===== config.mk =====
export PLATFORM = sky130hd
export DESIGN_NAME = escape_sequence_decoder_unit_flat
export DESIGN_NICKNAME = d
export VERILOG_FILES = /design/src/sv/eds_pkg.sv /design/src/sv/eds_if.sv /design/src/sv/escape_sequence_decoder_unit.sv /design/src/sv/eds_csr.sv /design/src/sv/eds_buf.sv /design/src/sv/eds_step.sv /design/src/flat_wrapper.sv
export SDC_FILE = /design/constraint.sdc
export NUM_CORES = 1
export LEC_CHECK = 0
export ABC_AREA = 0
export BUFFER_PORTS_ARGS = -buffer_cell sky130_fd_sc_hd__buf_2
export CORE_ASPECT_RATIO = 1.75
export CORE_UTILIZATION = 62
export DETAILED_ROUTE_END_ITERATION = 8
export PLACE_DENSITY = 0.8
export SYNTH_ARGS = -nofsm -noshare
export SYNTH_HDL_FRONTEND = slang
export SYNTH_SLANG_ARGS = --single-unit

===== constraint.sdc =====
create_clock -name clock -period 6.3 [get_ports clock]
set_clock_uncertainty 0.05 [all_clocks]
set_input_delay 1.26 -clock clock [delete_from_list [all_inputs] [get_ports clock]]
set_output_delay 1.26 -clock clock [all_outputs]
set_load 0.02 [all_outputs]

===== src/sv/eds_pkg.sv =====
// ----------------------------------------------------------------------------
// eds_pkg
// shared types, codes and defaults of the escape sequence decoder
// ----------------------------------------------------------------------------
package eds_pkg;

   localparam int ENTITY_NAME_MAX_DEF = 31;
   localparam int COUNT_WIDTH_DEF     = 16;
   localparam int HCNT_W              = 6;
   localparam int CSR_ADDR_W          = 4;

   localparam logic [1:0] REG_DECODE_MODES  = 2'd0;
   localparam logic [1:0] REG_STOP_CHAR     = 2'd1;
   localparam logic [1:0] REG_MAX_OUT_BYTES = 2'd2;

   localparam logic [15:0] MAX_OUT_RESET = 16'hffff;

   localparam int MODE_PERCENT   = 0;
   localparam int MODE_BACKSLASH = 1;
   localparam int MODE_AMPERSAND = 2;
   localparam int MODE_PLUS      = 3;
   localparam int MODE_EQUALS    = 4;

   typedef enum logic [2:0] {
      PS_IDLE,
      PS_HEX_A,
      PS_HEX_B,
      PS_BSL,
      PS_OCT,
      PS_AMP
   } parse_type;

   typedef enum logic [1:0] {
      PTR_ADVANCE,
      PTR_REPLAY,
      PTR_REDO
   } ptr_op_type;

   typedef struct packed {
      parse_type           parse;
      logic [HCNT_W-1:0]   hcount;
      logic [7:0]          value;
      logic [1:0]          oct_left;
      logic                draining;
      logic [7:0]          h0;
      logic [7:0]          h1;
      logic [7:0]          h2;
      logic [3:0]          hexdig;
   } ctx_type;

   typedef struct packed {
      logic                emit;
      logic                emit_valid;
      logic [7:0]          emit_data;
      ptr_op_type          ptr_op;
      logic                set_hold;
   } act_type;

   typedef struct packed {
      logic [4:0]          decode_modes;
      logic [7:0]          stop_char;
      logic [15:0]         max_out_bytes;
   } cfg_type;

   function automatic logic is_hex(input logic [7:0] c);
      return (c >= "0" && c <= "9") || (c >= "a" && c <= "f") || (c >= "A" && c <= "F");
   endfunction

   function automatic logic [3:0] hex_val(input logic [7:0] c);
      logic [7:0] t;
      if (c >= "0" && c <= "9") begin
         t = c - "0";
      end else begin
         t = (c & 8'h0f) + 8'd9;
      end
      return t[3:0];
   endfunction

   function automatic logic is_oct(input logic [7:0] c);
      return c >= "0" && c <= "7";
   endfunction

endpackage


===== src/sv/eds_if.sv =====
// ----------------------------------------------------------------------------
// eds channel interfaces
// request and response channels with valid/ready handshake
// ----------------------------------------------------------------------------
interface eds_req_if;
   logic       valid;
   logic       ready;
   logic [7:0] in_byte;
   modport source (output valid, output in_byte, input ready);
   modport sink   (input valid, input in_byte, output ready);
endinterface

interface eds_rsp_if;
   logic       valid;
   logic       ready;
   logic [7:0] out_byte;
   logic       byte_valid;
   logic       run_last;
   logic       string_end;
   modport source (output valid, output out_byte, output byte_valid, output run_last,
                   output string_end, input ready);
   modport sink   (input valid, input out_byte, input byte_valid, input run_last,
                   input string_end, output ready);
endinterface


===== src/sv/escape_sequence_decoder_unit.sv =====
// ----------------------------------------------------------------------------
// escape_sequence_decoder_unit
// percent, plus, equals, backslash and entity escape decoder, one byte step at a time
// ----------------------------------------------------------------------------
//   channel   dir   handshake        payload
//   req       in    valid/ready      in_byte
//   rsp       out   valid/ready      out_byte, byte_valid, run_last, string_end
//   csr       in    apb, pready=1    decode_modes, stop_char, max_out_bytes
//
// each byte step is a buffer read (S_READ) and then a pass through the decode
// unit (S_EXEC); a request of one byte takes a step for the byte and another
// for each replayed byte, and then S_FLUSH hands over the last response before
// the next request is taken. req.ready is high only between requests.
// a full response register stalls the decode step. synchronous reset clears
// the sequencer, pointers and parse state; no clearing pass is needed.
module escape_sequence_decoder_unit
   import eds_pkg::*;
#(
   parameter int ENTITY_NAME_MAX = ENTITY_NAME_MAX_DEF,
   parameter int COUNT_WIDTH     = COUNT_WIDTH_DEF
) (
   input  logic                  clock,
   input  logic                  reset,
   eds_req_if.sink               req,
   eds_rsp_if.source             rsp,
   input  logic                  psel,
   input  logic                  penable,
   input  logic                  pwrite,
   input  logic [CSR_ADDR_W-1:0] paddr,
   input  logic [31:0]           pwdata,
   output logic [31:0]           prdata,
   output logic                  pready
);

   localparam int PTR_W = $clog2(ENTITY_NAME_MAX + 2);

   typedef enum logic [1:0] {
      S_IDLE,
      S_READ,
      S_EXEC,
      S_FLUSH
   } state_type;

   typedef struct packed {
      logic [7:0] data;
      logic       valid;
   } res_type;

   state_type              state_ff;
   logic [PTR_W-1:0]       rd_ff, wr_ff, hold_ff;
   logic [PTR_W-1:0]       rd_in;
   ctx_type                ctx_ff, ctx_in;
   logic [COUNT_WIDTH-1:0] cnt_ff, cnt_in;
   act_type                act;
   cfg_type                cfg;
   logic [7:0]             rd_data;
   logic                   accept;
   logic                   out_free;
   logic                   stall;
   logic                   out_load;
   res_type                pend_ff;
   logic                   pend_v_ff;
   logic                   out_v_ff;
   res_type                out_ff;
   logic                   out_last_ff;

   eds_csr u_csr (
      .clock   (clock),
      .reset   (reset),
      .psel    (psel),
      .penable (penable),
      .pwrite  (pwrite),
      .paddr   (paddr),
      .pwdata  (pwdata),
      .prdata  (prdata),
      .pready  (pready),
      .cfg     (cfg)
   );

   eds_buf #(.PTR_W(PTR_W)) u_buf (
      .clock   (clock),
      .wr_en   (accept),
      .wr_addr (wr_ff),
      .wr_data (req.in_byte),
      .rd_en   (state_ff == S_READ),
      .rd_addr (rd_ff),
      .rd_data (rd_data)
   );

   eds_step #(
      .ENTITY_NAME_MAX (ENTITY_NAME_MAX),
      .COUNT_WIDTH     (COUNT_WIDTH)
   ) u_step (
      .b            (rd_data),
      .cfg          (cfg),
      .ctx          (ctx_ff),
      .out_count    (cnt_ff),
      .ctx_in       (ctx_in),
      .out_count_in (cnt_in),
      .act          (act)
   );

   assign req.ready      = (state_ff == S_IDLE);
   assign accept         = req.valid && req.ready;
   assign out_free       = !out_v_ff || rsp.ready;
   assign stall          = act.emit && pend_v_ff && !out_free;
   assign out_load       = ((state_ff == S_EXEC) && !stall && act.emit && pend_v_ff) ||
                           ((state_ff == S_FLUSH) && pend_v_ff && out_free);
   assign rsp.valid      = out_v_ff;
   assign rsp.out_byte   = out_ff.data;
   assign rsp.byte_valid = out_ff.valid;
   assign rsp.string_end = !out_ff.valid;
   assign rsp.run_last   = out_last_ff;

   always_comb begin
      case (act.ptr_op)
         PTR_REPLAY: rd_in = hold_ff;
         PTR_REDO:   rd_in = rd_ff;
         default:    rd_in = rd_ff + PTR_W'(1);
      endcase
   end

   always_ff @(posedge clock) begin
      if (reset) begin
         state_ff        <= S_IDLE;
         rd_ff           <= '0;
         wr_ff           <= '0;
         hold_ff         <= '0;
         ctx_ff.parse    <= PS_IDLE;
         ctx_ff.hcount   <= '0;
         ctx_ff.value    <= '0;
         ctx_ff.oct_left <= '0;
         ctx_ff.draining <= 1'b0;
         cnt_ff          <= '0;
         pend_v_ff       <= 1'b0;
         out_v_ff        <= 1'b0;
      end else begin
         if (out_load) begin
            out_v_ff <= 1'b1;
         end else if (out_v_ff && rsp.ready) begin
            out_v_ff <= 1'b0;
         end
         case (state_ff)
            S_IDLE: begin
               if (accept) begin
                  wr_ff    <= wr_ff + PTR_W'(1);
                  state_ff <= S_READ;
               end
            end
            S_READ: begin
               state_ff <= S_EXEC;
            end
            S_EXEC: begin
               if (!stall) begin
                  ctx_ff <= ctx_in;
                  cnt_ff <= cnt_in;
                  rd_ff  <= rd_in;
                  if (act.set_hold) begin
                     hold_ff <= rd_ff + PTR_W'(1);
                  end
                  if (act.emit) begin
                     if (pend_v_ff) begin
                        out_ff      <= pend_ff;
                        out_last_ff <= 1'b0;
                     end
                     pend_ff.data  <= act.emit_data;
                     pend_ff.valid <= act.emit_valid;
                     pend_v_ff     <= 1'b1;
                  end
                  state_ff <= (rd_in == wr_ff) ? S_FLUSH : S_READ;
               end
            end
            S_FLUSH: begin
               if (!pend_v_ff) begin
                  state_ff <= S_IDLE;
               end else if (out_free) begin
                  out_ff      <= pend_ff;
                  out_last_ff <= 1'b1;
                  pend_v_ff   <= 1'b0;
                  state_ff    <= S_IDLE;
               end
            end
            default: state_ff <= S_IDLE;
         endcase
      end
   end

   a_ready_no_pend : assert property (@(posedge clock) disable iff (reset)
      req.ready |-> !pend_v_ff)
      else $error("pending response left over at request boundary");

   a_idle_drained : assert property (@(posedge clock) disable iff (reset)
      (state_ff == S_IDLE) |-> (rd_ff == wr_ff))
      else $error("unprocessed bytes while idle");

   a_accept_starts : assert property (@(posedge clock) disable iff (reset)
      accept |=> !req.ready && (state_ff == S_READ))
      else $error("request accepted without starting a step");

   a_end_marker : assert property (@(posedge clock) disable iff (reset)
      rsp.valid && rsp.string_end |-> (rsp.out_byte == 8'd0))
      else $error("end marker carries data");

endmodule


===== src/sv/eds_csr.sv =====
// ----------------------------------------------------------------------------
// eds_csr
// apb register block: decode modes, stop character, output limit
// ----------------------------------------------------------------------------
module eds_csr
   import eds_pkg::*;
(
   input  logic                  clock,
   input  logic                  reset,
   input  logic                  psel,
   input  logic                  penable,
   input  logic                  pwrite,
   input  logic [CSR_ADDR_W-1:0] paddr,
   input  logic [31:0]           pwdata,
   output logic [31:0]           prdata,
   output logic                  pready,
   output cfg_type               cfg
);

   cfg_type    cfg_ff;
   logic       wr_en;
   logic [1:0] idx;

   assign pready = 1'b1;
   assign idx    = paddr[3:2];
   assign wr_en  = psel && penable && pwrite && pready;
   assign cfg    = cfg_ff;

   always_ff @(posedge clock) begin
      if (reset) begin
         cfg_ff.decode_modes  <= '0;
         cfg_ff.stop_char     <= '0;
         cfg_ff.max_out_bytes <= MAX_OUT_RESET;
      end else if (wr_en) begin
         case (idx)
            REG_DECODE_MODES:  cfg_ff.decode_modes  <= pwdata[4:0];
            REG_STOP_CHAR:     cfg_ff.stop_char     <= pwdata[7:0];
            REG_MAX_OUT_BYTES: cfg_ff.max_out_bytes <= pwdata[15:0];
            default: ;
         endcase
      end
   end

   always_comb begin
      case (idx)
         REG_DECODE_MODES:  prdata = {27'd0, cfg_ff.decode_modes};
         REG_STOP_CHAR:     prdata = {24'd0, cfg_ff.stop_char};
         REG_MAX_OUT_BYTES: prdata = {16'd0, cfg_ff.max_out_bytes};
         default:           prdata = '0;
      endcase
   end

endmodule


===== src/sv/eds_buf.sv =====
// ----------------------------------------------------------------------------
// eds_buf
// byte ring buffer holding pending and lookahead bytes, registered read
// ----------------------------------------------------------------------------
module eds_buf
   import eds_pkg::*;
#(
   parameter int PTR_W = 6
) (
   input  logic             clock,
   input  logic             wr_en,
   input  logic [PTR_W-1:0] wr_addr,
   input  logic [7:0]       wr_data,
   input  logic             rd_en,
   input  logic [PTR_W-1:0] rd_addr,
   output logic [7:0]       rd_data
);

   logic [7:0] mem [2**PTR_W];
   logic [7:0] rd_data_ff;

   assign rd_data = rd_data_ff;

   always_ff @(posedge clock) begin
      if (wr_en) begin
         mem[wr_addr] <= wr_data;
      end
      if (rd_en) begin
         rd_data_ff <= mem[rd_addr];
      end
   end

endmodule


===== src/sv/eds_step.sv =====
// ----------------------------------------------------------------------------
// eds_step
// decode unit for all escape modes: consumes one byte against the parse context
// ----------------------------------------------------------------------------
module eds_step
   import eds_pkg::*;
#(
   parameter int ENTITY_NAME_MAX = ENTITY_NAME_MAX_DEF,
   parameter int COUNT_WIDTH     = COUNT_WIDTH_DEF
) (
   input  logic [7:0]             b,
   input  cfg_type                cfg,
   input  ctx_type                ctx,
   input  logic [COUNT_WIDTH-1:0] out_count,
   output ctx_type                ctx_in,
   output logic [COUNT_WIDTH-1:0] out_count_in,
   output act_type                act
);

   localparam logic [31:0] CNT_MASK = 32'((64'd1 << COUNT_WIDTH) - 64'd1);
   localparam logic [HCNT_W-1:0] NAME_MAX = HCNT_W'(ENTITY_NAME_MAX);

   logic        term;
   logic        at_limit;
   logic [31:0] cnt_ext;
   logic [31:0] max_ext;
   logic [7:0]  oct_d;

   assign term     = (b == 8'd0) || (b == cfg.stop_char);
   assign cnt_ext  = 32'(out_count);
   assign max_ext  = 32'(cfg.max_out_bytes) & CNT_MASK;
   assign at_limit = cnt_ext >= max_ext;
   assign oct_d    = b - "0";

   always_comb begin
      ctx_in       = ctx;
      act.emit       = 1'b0;
      act.emit_valid = 1'b1;
      act.emit_data  = 8'd0;
      act.ptr_op     = PTR_ADVANCE;
      act.set_hold   = 1'b0;

      case (ctx.parse)
         PS_IDLE: begin
            if (ctx.draining) begin
               if (term) begin
                  ctx_in.draining = 1'b0;
               end
            end else if (term) begin
               act.emit       = 1'b1;
               act.emit_valid = 1'b0;
            end else if (at_limit) begin
               act.emit        = 1'b1;
               act.emit_valid  = 1'b0;
               ctx_in.draining = 1'b1;
            end else if ((b == "%" && cfg.decode_modes[MODE_PERCENT]) ||
                         (b == "+" && cfg.decode_modes[MODE_PLUS]) ||
                         (b == "=" && cfg.decode_modes[MODE_EQUALS])) begin
               ctx_in.value  = b;
               ctx_in.hcount = '0;
               ctx_in.parse  = PS_HEX_A;
               act.set_hold  = 1'b1;
            end else if (b == "\\" && cfg.decode_modes[MODE_BACKSLASH]) begin
               ctx_in.parse = PS_BSL;
            end else if (b == "&" && cfg.decode_modes[MODE_AMPERSAND]) begin
               ctx_in.hcount = '0;
               ctx_in.parse  = PS_AMP;
               act.set_hold  = 1'b1;
            end else begin
               act.emit      = 1'b1;
               act.emit_data = b;
            end
         end
         PS_HEX_A: begin
            if (is_hex(b)) begin
               ctx_in.hexdig = hex_val(b);
               ctx_in.hcount = HCNT_W'(1);
               ctx_in.parse  = PS_HEX_B;
            end else begin
               act.emit      = 1'b1;
               act.emit_data = ctx.value;
               ctx_in.hcount = '0;
               ctx_in.parse  = PS_IDLE;
               act.ptr_op    = PTR_REPLAY;
            end
         end
         PS_HEX_B: begin
            act.emit      = 1'b1;
            ctx_in.hcount = '0;
            ctx_in.parse  = PS_IDLE;
            if (is_hex(b) && ctx.hcount == HCNT_W'(1)) begin
               act.emit_data = {ctx.hexdig, hex_val(b)};
            end else begin
               act.emit_data = ctx.value;
               act.ptr_op    = PTR_REPLAY;
            end
         end
         PS_BSL: begin
            ctx_in.parse = PS_IDLE;
            act.emit     = 1'b1;
            case (b)
               "a":  act.emit_data = 8'd7;
               "b":  act.emit_data = 8'd8;
               "n":  act.emit_data = 8'd10;
               "f":  act.emit_data = 8'd12;
               "r":  act.emit_data = 8'd13;
               "v":  act.emit_data = 8'd11;
               "\\", "'", "\"": act.emit_data = b;
               "x": begin
                  act.emit      = 1'b0;
                  ctx_in.value  = "x";
                  ctx_in.hcount = '0;
                  ctx_in.parse  = PS_HEX_A;
                  act.set_hold  = 1'b1;
               end
               default: begin
                  if (is_oct(b)) begin
                     act.emit        = 1'b0;
                     ctx_in.value    = oct_d;
                     ctx_in.oct_left = 2'd2;
                     ctx_in.parse    = PS_OCT;
                  end else begin
                     act.emit_data = "\\";
                     act.ptr_op    = PTR_REDO;
                  end
               end
            endcase
         end
         PS_OCT: begin
            if (is_oct(b) && ctx.oct_left != 2'd0) begin
               ctx_in.value    = {ctx.value[4:0], oct_d[2:0]};
               ctx_in.oct_left = ctx.oct_left - 2'd1;
               if (ctx.oct_left == 2'd1) begin
                  act.emit      = 1'b1;
                  act.emit_data = {ctx.value[4:0], oct_d[2:0]};
                  ctx_in.parse  = PS_IDLE;
               end
            end else begin
               act.emit        = 1'b1;
               act.emit_data   = ctx.value;
               ctx_in.oct_left = 2'd0;
               ctx_in.parse    = PS_IDLE;
               act.ptr_op      = PTR_REDO;
            end
         end
         PS_AMP: begin
            if (b == ";") begin
               if (ctx.hcount == HCNT_W'(3) && ctx.h0 == "a" && ctx.h1 == "m" &&
                   ctx.h2 == "p") begin
                  act.emit      = 1'b1;
                  act.emit_data = "&";
               end else if (ctx.hcount == HCNT_W'(2) && ctx.h0 == "g" && ctx.h1 == "t") begin
                  act.emit      = 1'b1;
                  act.emit_data = ">";
               end else if (ctx.hcount == HCNT_W'(2) && ctx.h0 == "l" && ctx.h1 == "t") begin
                  act.emit      = 1'b1;
                  act.emit_data = "<";
               end
               ctx_in.hcount = '0;
               ctx_in.parse  = PS_IDLE;
            end else if (b == 8'd0 || ctx.hcount >= NAME_MAX) begin
               act.emit      = 1'b1;
               act.emit_data = "&";
               ctx_in.hcount = '0;
               ctx_in.parse  = PS_IDLE;
               act.ptr_op    = PTR_REPLAY;
            end else begin
               case (ctx.hcount)
                  HCNT_W'(0): ctx_in.h0 = b;
                  HCNT_W'(1): ctx_in.h1 = b;
                  HCNT_W'(2): ctx_in.h2 = b;
                  default: ;
               endcase
               ctx_in.hcount = ctx.hcount + HCNT_W'(1);
            end
         end
         default: begin
            ctx_in.parse = PS_IDLE;
         end
      endcase
   end

   always_comb begin
      if (act.emit && !act.emit_valid) begin
         out_count_in = '0;
      end else if (act.emit) begin
         out_count_in = out_count + COUNT_WIDTH'(1);
      end else begin
         out_count_in = out_count;
      end
   end

endmodule

===== src/flat_wrapper.sv =====
// flat-port wrapper written by rule: the top's interface ports become plain ports
module escape_sequence_decoder_unit_flat import eds_pkg::*;
#(
   parameter int ENTITY_NAME_MAX = ENTITY_NAME_MAX_DEF,
   parameter int COUNT_WIDTH     = COUNT_WIDTH_DEF
)
  (clock, reset, psel, penable, pwrite, paddr, pwdata, prdata, pready, req_valid, req_in_byte, req_ready, rsp_valid, rsp_out_byte, rsp_byte_valid, rsp_run_last, rsp_string_end, rsp_ready);
  eds_req_if req_i ();
  eds_rsp_if rsp_i ();
  input  logic clock;
  input  logic reset;
  input  logic psel;
  input  logic penable;
  input  logic pwrite;
  input  logic [CSR_ADDR_W-1:0] paddr;
  input  logic [31:0] pwdata;
  output logic [31:0] prdata;
  output logic pready;
  input wire logic [$bits(req_i.valid)-1:0] req_valid;
  input wire logic [$bits(req_i.in_byte)-1:0] req_in_byte;
  output wire logic [$bits(req_i.ready)-1:0] req_ready;
  output wire logic [$bits(rsp_i.valid)-1:0] rsp_valid;
  output wire logic [$bits(rsp_i.out_byte)-1:0] rsp_out_byte;
  output wire logic [$bits(rsp_i.byte_valid)-1:0] rsp_byte_valid;
  output wire logic [$bits(rsp_i.run_last)-1:0] rsp_run_last;
  output wire logic [$bits(rsp_i.string_end)-1:0] rsp_string_end;
  input wire logic [$bits(rsp_i.ready)-1:0] rsp_ready;
  assign req_i.valid = req_valid;
  assign req_i.in_byte = req_in_byte;
  assign req_ready = req_i.ready;
  assign rsp_valid = rsp_i.valid;
  assign rsp_out_byte = rsp_i.out_byte;
  assign rsp_byte_valid = rsp_i.byte_valid;
  assign rsp_run_last = rsp_i.run_last;
  assign rsp_string_end = rsp_i.string_end;
  assign rsp_i.ready = rsp_ready;
  escape_sequence_decoder_unit #(.ENTITY_NAME_MAX(ENTITY_NAME_MAX), .COUNT_WIDTH(COUNT_WIDTH)) u_core (.clock(clock), .reset(reset), .req(req_i), .rsp(rsp_i), .psel(psel), .penable(penable), .pwrite(pwrite), .paddr(paddr), .pwdata(pwdata), .prdata(prdata), .pready(pready));
endmodule

Word level (Yosys, flattened, before mapping). Memories as Yosys holds them, arrays and structs flattened. A register that Yosys moved wholly into a read port is not among the register bits. Cells that the tools add are included.

Flip-flop bits (word level): 134. RAM bits: 512. Input port bits: 51. Output and inout bits: 46. Memories kept: 1.

Memories: u_core.u_buf.mem (depth 64, width 8, rd ports 1, clocked after Yosys merged registers in 1, write ports 1, line eds_buf.sv:19) `logic [7:0] mem [2**PTR_W];`.

$add $sub $neg: 7. $lt $le $gt $ge: 9. Equality and inequality tests: 61. Multiplexer cells: 111. Bitwise logic cells: 4. Reduce and logical (&&, ||, !) cells: 78.

Operators with widths (count): 8-bit by 7-bit == test with 1-bit output, second input constant (14); 8-bit 2-to-1 mux (12); 9-bit 2-to-1 mux (9); 8-bit one-hot mux with 8 select lines (1); 8-bit by 6-bit == test with 1-bit output, second input constant (7); 17-bit 2-to-1 mux (3); 16-bit one-hot mux with 3 select lines (1); 8-bit one-hot mux with 6 select lines (1); 6-bit 2-to-1 mux (7); 1-bit 2-to-1 mux (40); 16-bit 2-to-1 mux (2); 1-bit logical AND (30); 10-bit 2-to-1 mux (3); 6-bit one-hot mux with 5 select lines (1); 7-bit AND reduction (4); 8-bit one-hot mux with 3 select lines (1); 2-bit 2-to-1 mux (11); 2-bit != test, second input constant (10); 6-bit by 1-bit adder with 6-bit output, second input constant (3); 9-bit one-hot mux with 2 select lines (1); 16-bit by 1-bit adder with 16-bit output, second input constant (1); 16-bit >= comparator (1); 8-bit by 7-bit >= comparator with 1-bit output, second input constant (2); 8-bit by 6-bit <= comparator with 1-bit output, second input constant (2); 50 further kinds (103).

Depth between registers and ports, before layout. Gate-level depths: netlist of the first run.

Word-level depth: 17. Mapped depth: 20. Gate-level depth less buffers: 18.

Cells and area by module. A second synthesis of the first run with hierarchy kept.

Cells, all modules: 2012. Area total of the unflattened synthesis: 29140.4 µm².

Modules (own cells, without submodules): eds_buf (instances 1, cells each 972, area an instance 20270.7 µm², seq. area each 15615.0 µm²); escape_sequence_decoder_unit (instances 1, cells each 366, area an instance 3972.6 µm², seq. area each 2572.5 µm²); eds_step (instances 1, cells each 499, area an instance 3293.2 µm², seq. area each 0.0 µm²); eds_csr (instances 1, cells each 175, area an instance 1604.0 µm², seq. area each 580.6 µm²).

Worst setup path after synthesis of the first run. OpenSTA, ideal clock, no wires.

Path kind: flip-flop to flip-flop. Start point: register u_core.u_buf.rd_data_ff[0], in the netlist u_core.u_buf.rd_data[0] (read register of u_core.u_buf.mem). End point: register u_core.out_ff, in the netlist u_core.rsp.byte_valid, enable pin. Setup time: 0.434 ns. Arrival time: 3.947 ns. Path slack: 1.869 ns. Cell stages (with the launch flop): 11. Buffers on the path: 1. Cell sequence: edfxtp_1 > buf_4 > inv_1 > ha_1 > nor4bb_1 > a32oi_1 > and4bb_2 > nor2_1 > a2111o_1 > o31ai_1 > a2111oi_0.

Longest elaborated chain between the ends: 13.

Ends and longest elaborated chain: start: declaration (line eds_buf.sv:20) `logic [7:0] rd_data_ff;`; 8-bit by 6-bit == test with 1-bit output, on equally long branches (line eds_step.sv:65, eds_step.sv:56, eds_step.sv:57); 1-bit logical AND, on equally long branches (line eds_step.sv:65, eds_step.sv:56, eds_step.sv:57); 1-bit 2-to-1 mux or 1-bit logical OR (tied branches) (line eds_step.sv:65, eds_step.sv:56); 1-bit 2-to-1 mux or 1-bit logical OR (tied branches) (line eds_step.sv:63, eds_step.sv:57); 1-bit 2-to-1 mux (line eds_step.sv:56) `end else if ((b == "%" && cfg.decode_modes[MODE_PERCENT]) ||`; 1-bit 2-to-1 mux (line eds_step.sv:52) `end else if (at_limit) begin`; 2-bit 2-to-1 mux (line eds_step.sv:49) `end else if (term) begin`; 10-bit 2-to-1 mux (line eds_step.sv:45) `if (ctx.draining) begin`; 1-bit one-hot mux with 6 select lines (*) (line eds_step.sv:43) `case (ctx.parse)`; 1-bit logical AND (2 in series) (line escape_sequence_decoder_unit.sv:106) `assign stall = act.emit && pend_v_ff && !out_free;`; 2-bit != test (no source line); 7-bit AND reduction (no source line) (*); end signal: assignment (line escape_sequence_decoder_unit.sv:163) `out_ff <= pend_ff;`; end signal: assignment (line escape_sequence_decoder_unit.sv:177) `out_ff <= pend_ff;`; end: declaration (line escape_sequence_decoder_unit.sv:64) `res_type out_ff;`.

Every way passes the cells marked *; elsewhere a longest branch is shown, timed or not. A chain may end at the register's enable or synchronous reset.

Worst setup path after layout of the first run.
Start point: register u_core.u_buf.rd_data_ff[4], in the netlist u_core.u_buf.rd_data[4] (read register of u_core.u_buf.mem). End point: register u_core.state_ff[1].

Longest elaborated chain between the ends: 13.

Ends and longest elaborated chain: 8-bit by 6-bit >= comparator with 1-bit output (tied with other cells) (line eds_pkg.sv:66, eds_pkg.sv:80); 1-bit logical AND, on equally long branches; 1-bit logical OR (tied with other cells) (2 in series) (line eds_pkg.sv:66) `return (c >= "0" && c <= "9") || (c >= "a" && c <= "f") || (c >= "A" && c <= "F");`; 1-bit logical AND or 1-bit 2-to-1 mux (tied branches) (line eds_step.sv:91, eds_step.sv:56); 1-bit 2-to-1 mux, on equally long branches (line eds_step.sv:91, eds_step.sv:52); 2-bit one-hot mux with 5 select lines or 2-bit 2-to-1 mux (tied branches) (line eds_step.sv:43, eds_step.sv:49); 2-bit == test (tied with other cells) (line escape_sequence_decoder_unit.sv:116) `case (act.ptr_op)`; 6-bit one-hot mux with 2 select lines or 1-bit one-hot mux with 6 select lines (tied branches) (line escape_sequence_decoder_unit.sv:116, eds_step.sv:43); 6-bit == test or 1-bit logical AND (tied branches) (line escape_sequence_decoder_unit.sv:170, escape_sequence_decoder_unit.sv:106); 2-bit 2-to-1 mux or 1-bit logical AND (tied branches) (line escape_sequence_decoder_unit.sv:170, escape_sequence_decoder_unit.sv:106); 2-bit 2-to-1 mux or 2-bit != test (tied branches); 2-bit one-hot mux with 4 select lines or 3-bit AND reduction (tied branches); end signal: assignment (line escape_sequence_decoder_unit.sv:170) `state_ff <= (rd_in == wr_ff) ? S_FLUSH : S_READ;`; end: declaration (line escape_sequence_decoder_unit.sv:49) `state_type state_ff;`.

Parallel ways exist; a longest one is shown, timed or not. The select of a mux whose other input is x is not followed.

==> impl_metrics.csv, run 1 <==
group,metric,value,unit
logic_synthesis,synth_largest_area_cell,"edfxtp_1",
die,start_util,63.0,%
logic_synthesis,synth_common_cells,"edfxtp_1, mux4_2, nor2_1, nand2_1, dfxtp_1",
placed_design,dp_cells,2264,
global_routing,grt_pass1_wl,102000,microns
min_path,hold_class,"flip-flop to flip-flop",
critical_path,worstPathMaxFanout,15,
clocking,clock-root-buffer,"clkbuf_16",
die,die-area,0.0459,sq mm
sta,finalSetupViolations,0,
global_routing,grt_max_degree,84,
logic_synthesis,ys_seq_elements,654,
layout,fillers,2752,
placed_design,place_area,0.0287,sq mm
critical_path,cp-start-kind,"flip-flop",
logic_synthesis,synth_cell_type_count,85,
clocking,cts_resized,0,
logic_synthesis,synthFlopType,"edfxtp_1",
sta,worst_slew_pin_slew,1340,ps
clocking,clock_sinks,654,
power_and_ir_drop,p_sw_share,22.6,%
die,num_rows,102,
clocking,numCtsBuffers,54,
drt,dr.max_layer_used,"met5",
die,fp.dieH,283,microns
logic_synthesis,netlist_instances,1706,
critical_path,critical_path_arrival,5700,ps
critical_path,cp.depth,18,
clocking,cts_tree,"done",
global_routing,grt.total_usage,30.9,%
global_routing,grt_pass1_vias,16088,
layout,nets,1835,
sta,finalSetupTns,0,ps
drt,dr.pass1.iters,8,
critical_path,critPathCaptureType,"flip-flop",
logic_synthesis,yosysTopAreaCellShare,61.0,%
critical_path,crit_buf_inv,3,
power_and_ir_drop,power_density,296,mW/mm^2
critical_path,worst-setup-path-type,"flip-flop to flip-flop",
logic_synthesis,synth_edf_count,567,
sta,setup_ws,1080,ps
clocking,post_cts_buffers,0,
die,ios,97,
min_path,hold_start,"u_core.pend_ff[4]",
placed_design,hpwlAfterDp,44700,microns
outcome,outcome,"complete, no violations",
sta,whs,376,ps
drt,first_iter_violations,1650,
logic_synthesis,synth_area_per_cell,16.4,sq um
clocking,path_clk_slew,70,ps
sta,slew_headroom,10.4,%
critical_path,r2r_end,"u_core.state_ff[1]",
layout,final_core_util,68.9,%
sta,fin_crit,5220,ps
logic_synthesis,async_reset_ff_share,0,%
critical_path,r2r-start,"u_core.u_buf.rd_data[4]",
drt,wl_per_cell,29.1,microns
die,coreArea,0.0443,sq mm
logic_synthesis,seq_area_frac_synth,67.2,%
drt,viasPerCell,6.73,
layout,final_cells,2364,
layout,drive_above_1_share,20.8,%
drt,antenna_left,0,
critical_path,critical_path.max_stage_delay,920,ps
sta,fin_crit_sh,82.9,%
logic_synthesis,syn_area,0.0279,sq mm
power_and_ir_drop,comb_power_share,7.8,%
die,die_x,162,microns
placed_design,post-place-ws,1230,ps
placed_design,numPortBuffers,61,
drt,met1_length,22700,microns
drt,drcViolationCount,0,
logic_synthesis,synth_most_common_cell,"edfxtp_1",
layout,syn2layout_area_growth,9.36,%
drt,vias,15901,
critical_path,cp_top_family,"compound AO/OA/AOI/OAI gates",
power_and_ir_drop,pwr-share-clk,38.6,%
clocking,cts_max_path_buffers,3,
sta,hold_viol_final,0,
power_and_ir_drop,p_leak,9.88,nW
layout,fin_area,0.0305,sq mm
flow_run,max_cap_viol_count,0,
power_and_ir_drop,pwr-share-seq,53.5,%
layout,multi_input_area,0.00852,sq mm
logic_synthesis,synth_area_leaders,"edfxtp_1, mux4_2, dfxtp_1",
min_path,hold_end,"u_core.rsp.out_byte[3]",
min_path,hold_depth,0,
critical_path,worstPathRequired,6780,ps
sta,slew_violations,0,
power_and_ir_drop,p_total,9.02,mW
power_and_ir_drop,vdd_ir_drop_max,308,uV
layout,seqCellArea,0.0188,sq mm
critical_path,crit_chain,"inv_1 -> ha_1 -> buf_4 -> and3b_1 -> nor3b_1 -> o311ai_0 -> a31oi_1 -> nor2_1 -> a31o_2 -> ha_1 -> inv_1 -> nand2_1 -> o21ai_0 -> a21oi_1 -> xnor2_1 -> nor4_1 -> nand4_1 -> a21oi_1",
power_and_ir_drop,netSwitchingPower,2.04,mW
critical_path,rrSetupSlack,1080,ps
clocking,cts-hold-fix-buffers,0,
sta,max_clock_freq,0.192,GHz
clocking,clkLatencyLatePin,620,ps
drt,wl_met2,38300,microns
sta,rsz0062_at_grt,"no",
layout,insertedDiodeCount,0,
drt,wirelength,68700,microns
power_and_ir_drop,intPower,6.98,mW
global_routing,grt_overflow_total,0,
clocking,htree_levels,2,
placed_design,gp_congestion,0.958,
drt,dr_wl_met3,3700,microns
critical_path,r2r.worst_path.cells,18,
critical_path,cpMaxStageDelayCell,"o311ai_0",
global_routing,antenna_found_initial,1,
logic_synthesis,yosys_warnings,0,
==> flip-flops by register name (all words and copies together) (netlist names), 6 cells and up <==
register              count
u_core.cnt_ff            16
u_core.ctx_ff            48
u_core.hold_ff            6
u_core.pend_ff            9
u_core.rd_ff              6
u_core.rsp.out_byte       8
u_core.u_buf.mem        512
u_core.u_buf.rd_data      8
u_core.u_csr.cfg         29
u_core.wr_ff              6
==> logic make-up (layout without fill, tap and decap cells) <==
kind of cell    count (synthesis)  in the layout  share of synthesized area [%]
simple gates                  415            415                           7.70
buf+inv                       160            231                           2.51
fa+ha+maj                      36             36                           1.61
mux                           202            202                           14.8
xor+xnor                       26             26                          0.816
other cells                     2             17                         0.0269
flops                         654            654                           67.2
compound gates                211            211                           5.33
==> worst register-to-register path, delay by kind of cell (launching register included) <==
kind	cells	cell delay, ps
adder cells (fa/ha/maj)	2	570
buffers and inverters	3	500
AND/OR/NAND/NOR	6	1350
flip-flops	1	770
AO/OA/AOI/OAI	6	1810
XOR/XNOR	1	100
==> how the worst max path moves through the flow <==
| stage | start | to | slack, ps |
|---|---|---|---|
| 5_1_grt | u_core.u_buf.rd_data[4] | u_core.state_ff[1] | 700 |
| 6_report | u_core.u_buf.rd_data[4] | u_core.state_ff[1] | 1080 |
| 3_3_place_gp | u_core.u_buf.rd_data[4] | u_core.state_ff[1] | 1300 |
| 4_1_cts | u_core.u_buf.rd_data[4] | u_core.state_ff[1] | 1190 |
| 3_5_place_dp | u_core.u_buf.rd_data[4] | u_core.state_ff[1] | 1230 |
| 2_1_floorplan | u_core.u_buf.rd_data[0] | u_core.rsp.byte_valid | 1870 |
==> final cells by class <==
cell class                      instances  area share, %
Clock buffer                           67           4.62
Clock inverter                         33           1.40
Tap cell                              572           2.34
Timing Repair Buffer                   89           1.73
Sequential cell                       654           61.5
Inverter                               42          0.516
Multi-Input combinational cell        907           27.9
==> placed cells by master, fill, tap and decap left out, types with 21 or more instances in the layout <==
cell type and count:
a21oi_1 57, buf_2 61, buf_4 27, clkbuf_16 54
dfxtp_1 85, edfxtp_1 567, ha_1 36, inv_1 41
mux2i_1 31, mux4_2 168, nand2_1 92, nand3_1 27
nor2_1 114, nor3_1 21, o211ai_1 24, o21ai_0 38
==> power groups by stage <==
stage / sequential [mW] / combinational (mW) / clock, mW
floorplan: 4.85 / 0.504 / 0
detailed placement: 4.92 / 0.702 / 0
global placement: 4.92 / 0.684 / 0
CTS: 4.83 / 0.708 / 3.51
finish: 4.83 / 0.708 / 3.49
global route: 4.83 / 0.741 / 3.66
==> layer usage <==
metal	global-route usage (%)	vias up
li1	-	6841
met5	0	-
met4	16.8	2
met2	57.9	817
met1	34.0	8040
met3	3.24	201
Note: power is estimated with default switching activity, not from simulation.
==> inputs of run 2 (changes only) <==
- ABC_AREA: 0 -> 1
- clock period: 6.3 -> 5.5 ns (I/O delays scaled with it)
==> run 2 against run 1 <==
  * Non-clock buffer count is 5 lower
  * Die area is 2.1% higher
  * Cell count is 38% higher
  * Critical path depth is 5 lower
  * Register-to-register slack better by 130 ps
  * Synthesized cell count is 54% higher
  * Via count is 29% higher
  * Largest power group unchanged
  * Clock power is 12% higher
  * Critical endpoint is now u_core.ctx_ff[9]
  * Total power is 16% higher
==> impl_metrics.csv, run 2 <==
group,metric,value,unit
logic_synthesis,ys_seq_elements,654,
layout,syn2layout_area_growth,8.41,%
drt,viasPerCell,6.30,
clocking,clkLatencyLatePin,610,ps
drt,vias,20559,
critical_path,cpMaxStageDelayCell,"nor4_2",
logic_synthesis,synth_area_leaders,"edfxtp_1, nor2_1, dfxtp_1",
clocking,clock_sinks,654,
drt,first_iter_violations,2303,
logic_synthesis,synthFlopType,"edfxtp_1",
logic_synthesis,synth_edf_count,567,
min_path,hold_class,"flip-flop to flip-flop",
global_routing,antenna_found_initial,0,
sta,max_clock_freq,0.233,GHz
drt,wl_per_cell,23.0,microns
logic_synthesis,synth_most_common_cell,"edfxtp_1",
clocking,numCtsBuffers,53,
power_and_ir_drop,p_leak,10.8,nW
logic_synthesis,async_reset_ff_share,0,%
critical_path,critPathCaptureType,"flip-flop",
logic_synthesis,synth_cell_type_count,54,
power_and_ir_drop,vdd_ir_drop_max,322,uV
die,fp.dieH,286,microns
sta,hold_viol_final,0,
flow_run,max_cap_viol_count,0,
layout,largest-register,"u_core.u_buf.mem",
die,die_x,164,microns
critical_path,critical_path_arrival,4460,ps
global_routing,grt_max_degree,109,
sta,rsz0062_at_grt,"no",
sta,fin_crit,4290,ps
layout,largest_reg_flops,512,
drt,dr.pass1.iters,6,
die,start_util,63.0,%
global_routing,grt_pass1_wl,114000,microns
logic_synthesis,seq_area_frac_synth,65.9,%
drt,wirelength,75000,microns
layout,seqCellArea,0.0188,sq mm
logic_synthesis,yosysTopAreaCellShare,59.7,%
clocking,cts_tree,"done",
placed_design,post-place-ws,1250,ps
clocking,path_clk_slew,70,ps
placed_design,numPortBuffers,61,
global_routing,grt_pass1_vias,20281,
layout,fillers,3263,
critical_path,worst-setup-path-type,"flip-flop to flip-flop",
sta,worst_slew_pin_slew,1220,ps
die,die-area,0.0469,sq mm
global_routing,grt_overflow_total,0,
critical_path,crit_end,"u_core.ctx_ff[9]",
logic_synthesis,synth_area_per_cell,10.8,sq um
sta,finalSetupTns,0,ps
critical_path,cp-start-kind,"flip-flop",
layout,nets,2727,
logic_synthesis,netlist_instances,2634,
sta,finalSetupViolations,0,
sta,setup_ws,1210,ps
sta,fin_crit_sh,78.1,%
global_routing,grt.total_usage,32.5,%
sta,slew_headroom,18.3,%
power_and_ir_drop,power_density,340,mW/mm^2
critical_path,r2r_end,"u_core.ctx_ff[9]",
placed_design,hpwlAfterDp,48900,microns
clocking,cts-hold-fix-buffers,0,
placed_design,dp_cells,3162,
logic_synthesis,synth_largest_area_cell,"edfxtp_1",
layout,final_cells,3262,
die,coreArea,0.0452,sq mm
critical_path,worstPathRequired,5670,ps
clocking,clock-root-buffer,"clkbuf_16",
clocking,htree_levels,2,
critical_path,r2r-start,"u_core.u_buf.rd_data[4]",
critical_path,crit_start,"u_core.u_buf.rd_data[4]",
layout,insertedDiodeCount,0,
clocking,post_cts_buffers,0,
outcome,outcome,"complete, no violations",
die,num_rows,103,
layout,final_common_cell,"edfxtp_1",
drt,antenna_left,0,
critical_path,critical_path.max_stage_delay,800,ps
logic_synthesis,syn_area,0.0285,sq mm
critical_path,r2r.worst_path.cells,13,
layout,drive_above_1_share,7.90,%
clocking,cts_max_path_buffers,3,
sta,slew_violations,0,
clocking,cts_resized,0,
placed_design,gp_congestion,0.985,
layout,multi_input_area,0.00852,sq mm
critical_path,rrSetupSlack,1210,ps
drt,drcViolationCount,0,
layout,mostFrequentLayoutCells,"edfxtp_1, nor2_1, nand2_1",
logic_synthesis,synth_common_cells,"edfxtp_1, nor2_1, nand2_1, o21ai_0, inv_1",
die,ios,97,
critical_path,crit_chain,"inv_1 -> ha_1 -> nand4_1 -> nand3_1 -> nand2_1 -> clkinv_1 -> nand2_1 -> nand3_1 -> nor2_2 -> nand2_4 -> nand2_8 -> nand3_2 -> nor4_2",
logic_synthesis,yosys_warnings,0,
critical_path,worstPathMaxFanout,25,
-- run 2: worst min path at each step --
stage	startpoint	endpoint	slack, ps	depth (start not counted)
after detailed placement	u_core.pend_ff[3]	u_core.rsp.out_byte[2]	360	0
final	u_core.pend_ff[3]	u_core.rsp.out_byte[2]	370	0
after global placement	u_core.pend_ff[8]	u_core.rsp.out_byte[7]	350	0
after floorplan	u_core.pend_ff[0]	u_core.rsp.byte_valid	350	0
after CTS	u_core.pend_ff[3]	u_core.rsp.out_byte[2]	370	0
after global routing	u_core.pend_ff[3]	u_core.rsp.out_byte[2]	380	0
-- run 2: per-layer routing --
layer | vias to the layer above | GRT usage, % | wire length, microns
met1 | 9832 | 35.2 | 25000
met3 | 281 | 3.89 | 4970
li1 | 9387 | - | -
met4 | 0 | 21.8 | 5560
met5 | - | 0 | 0
met2 | 1059 | 58.7 | 39400
-- run 2: report_power, final --
| part | internal (mW) | switching (mW) |
|---|---|---|
| Clock | 2.12 | 1.79 |
| Combinational | 0.278 | 0.775 |
| Sequential | 5.45 | 0.0942 |
-- run 2: cell families after synthesis --
family | share of synthesized area, %
other | 0.0264
flip-flops | 65.9
AND/OR/NAND/NOR | 14.9
adder cells (fa/ha/maj) | 1.58
buffers and inverters | 4.50
AO/OA/AOI/OAI | 12.3
XOR/XNOR | 0.830
-- run 2: worst max-delay path, delay by kind of cell (launching register included) --
| family | cells | cell delay [ps] |
|---|---|---|
| and+or+nand+nor | 10 | 2420 |
| DFF | 1 | 730 |
| buffers and inverters | 2 | 360 |
| adders and majority gates | 1 | 310 |
-- run 2: cell type report --
cell class	count	share of cell area [%]
sequential	654	60.8
tap	577	2.34
clock inverter	42	1.29
inverter	159	1.96
timing repair buffer	84	1.59
clock buffer	58	4.49
multi-input combinational	1688	27.6
-- run 2: through the flow --
| stage | cell area [sq um] | hold WS, ps | utilization (%) | total power [mW] |
|---|---|---|---|---|
| global route | 30900 | 376 | 68.3 | 10.8 |
| detailed placement | 29100 | 356 | 64.4 | 6.67 |
| finish | 30900 | 370 | 68.3 | 10.5 |
| CTS | 30900 | 372 | 68.3 | 10.5 |
| floorplan | 28600 | 350 | - | 6.26 |
| global placement | 29100 | 354 | 64.4 | 6.64 |
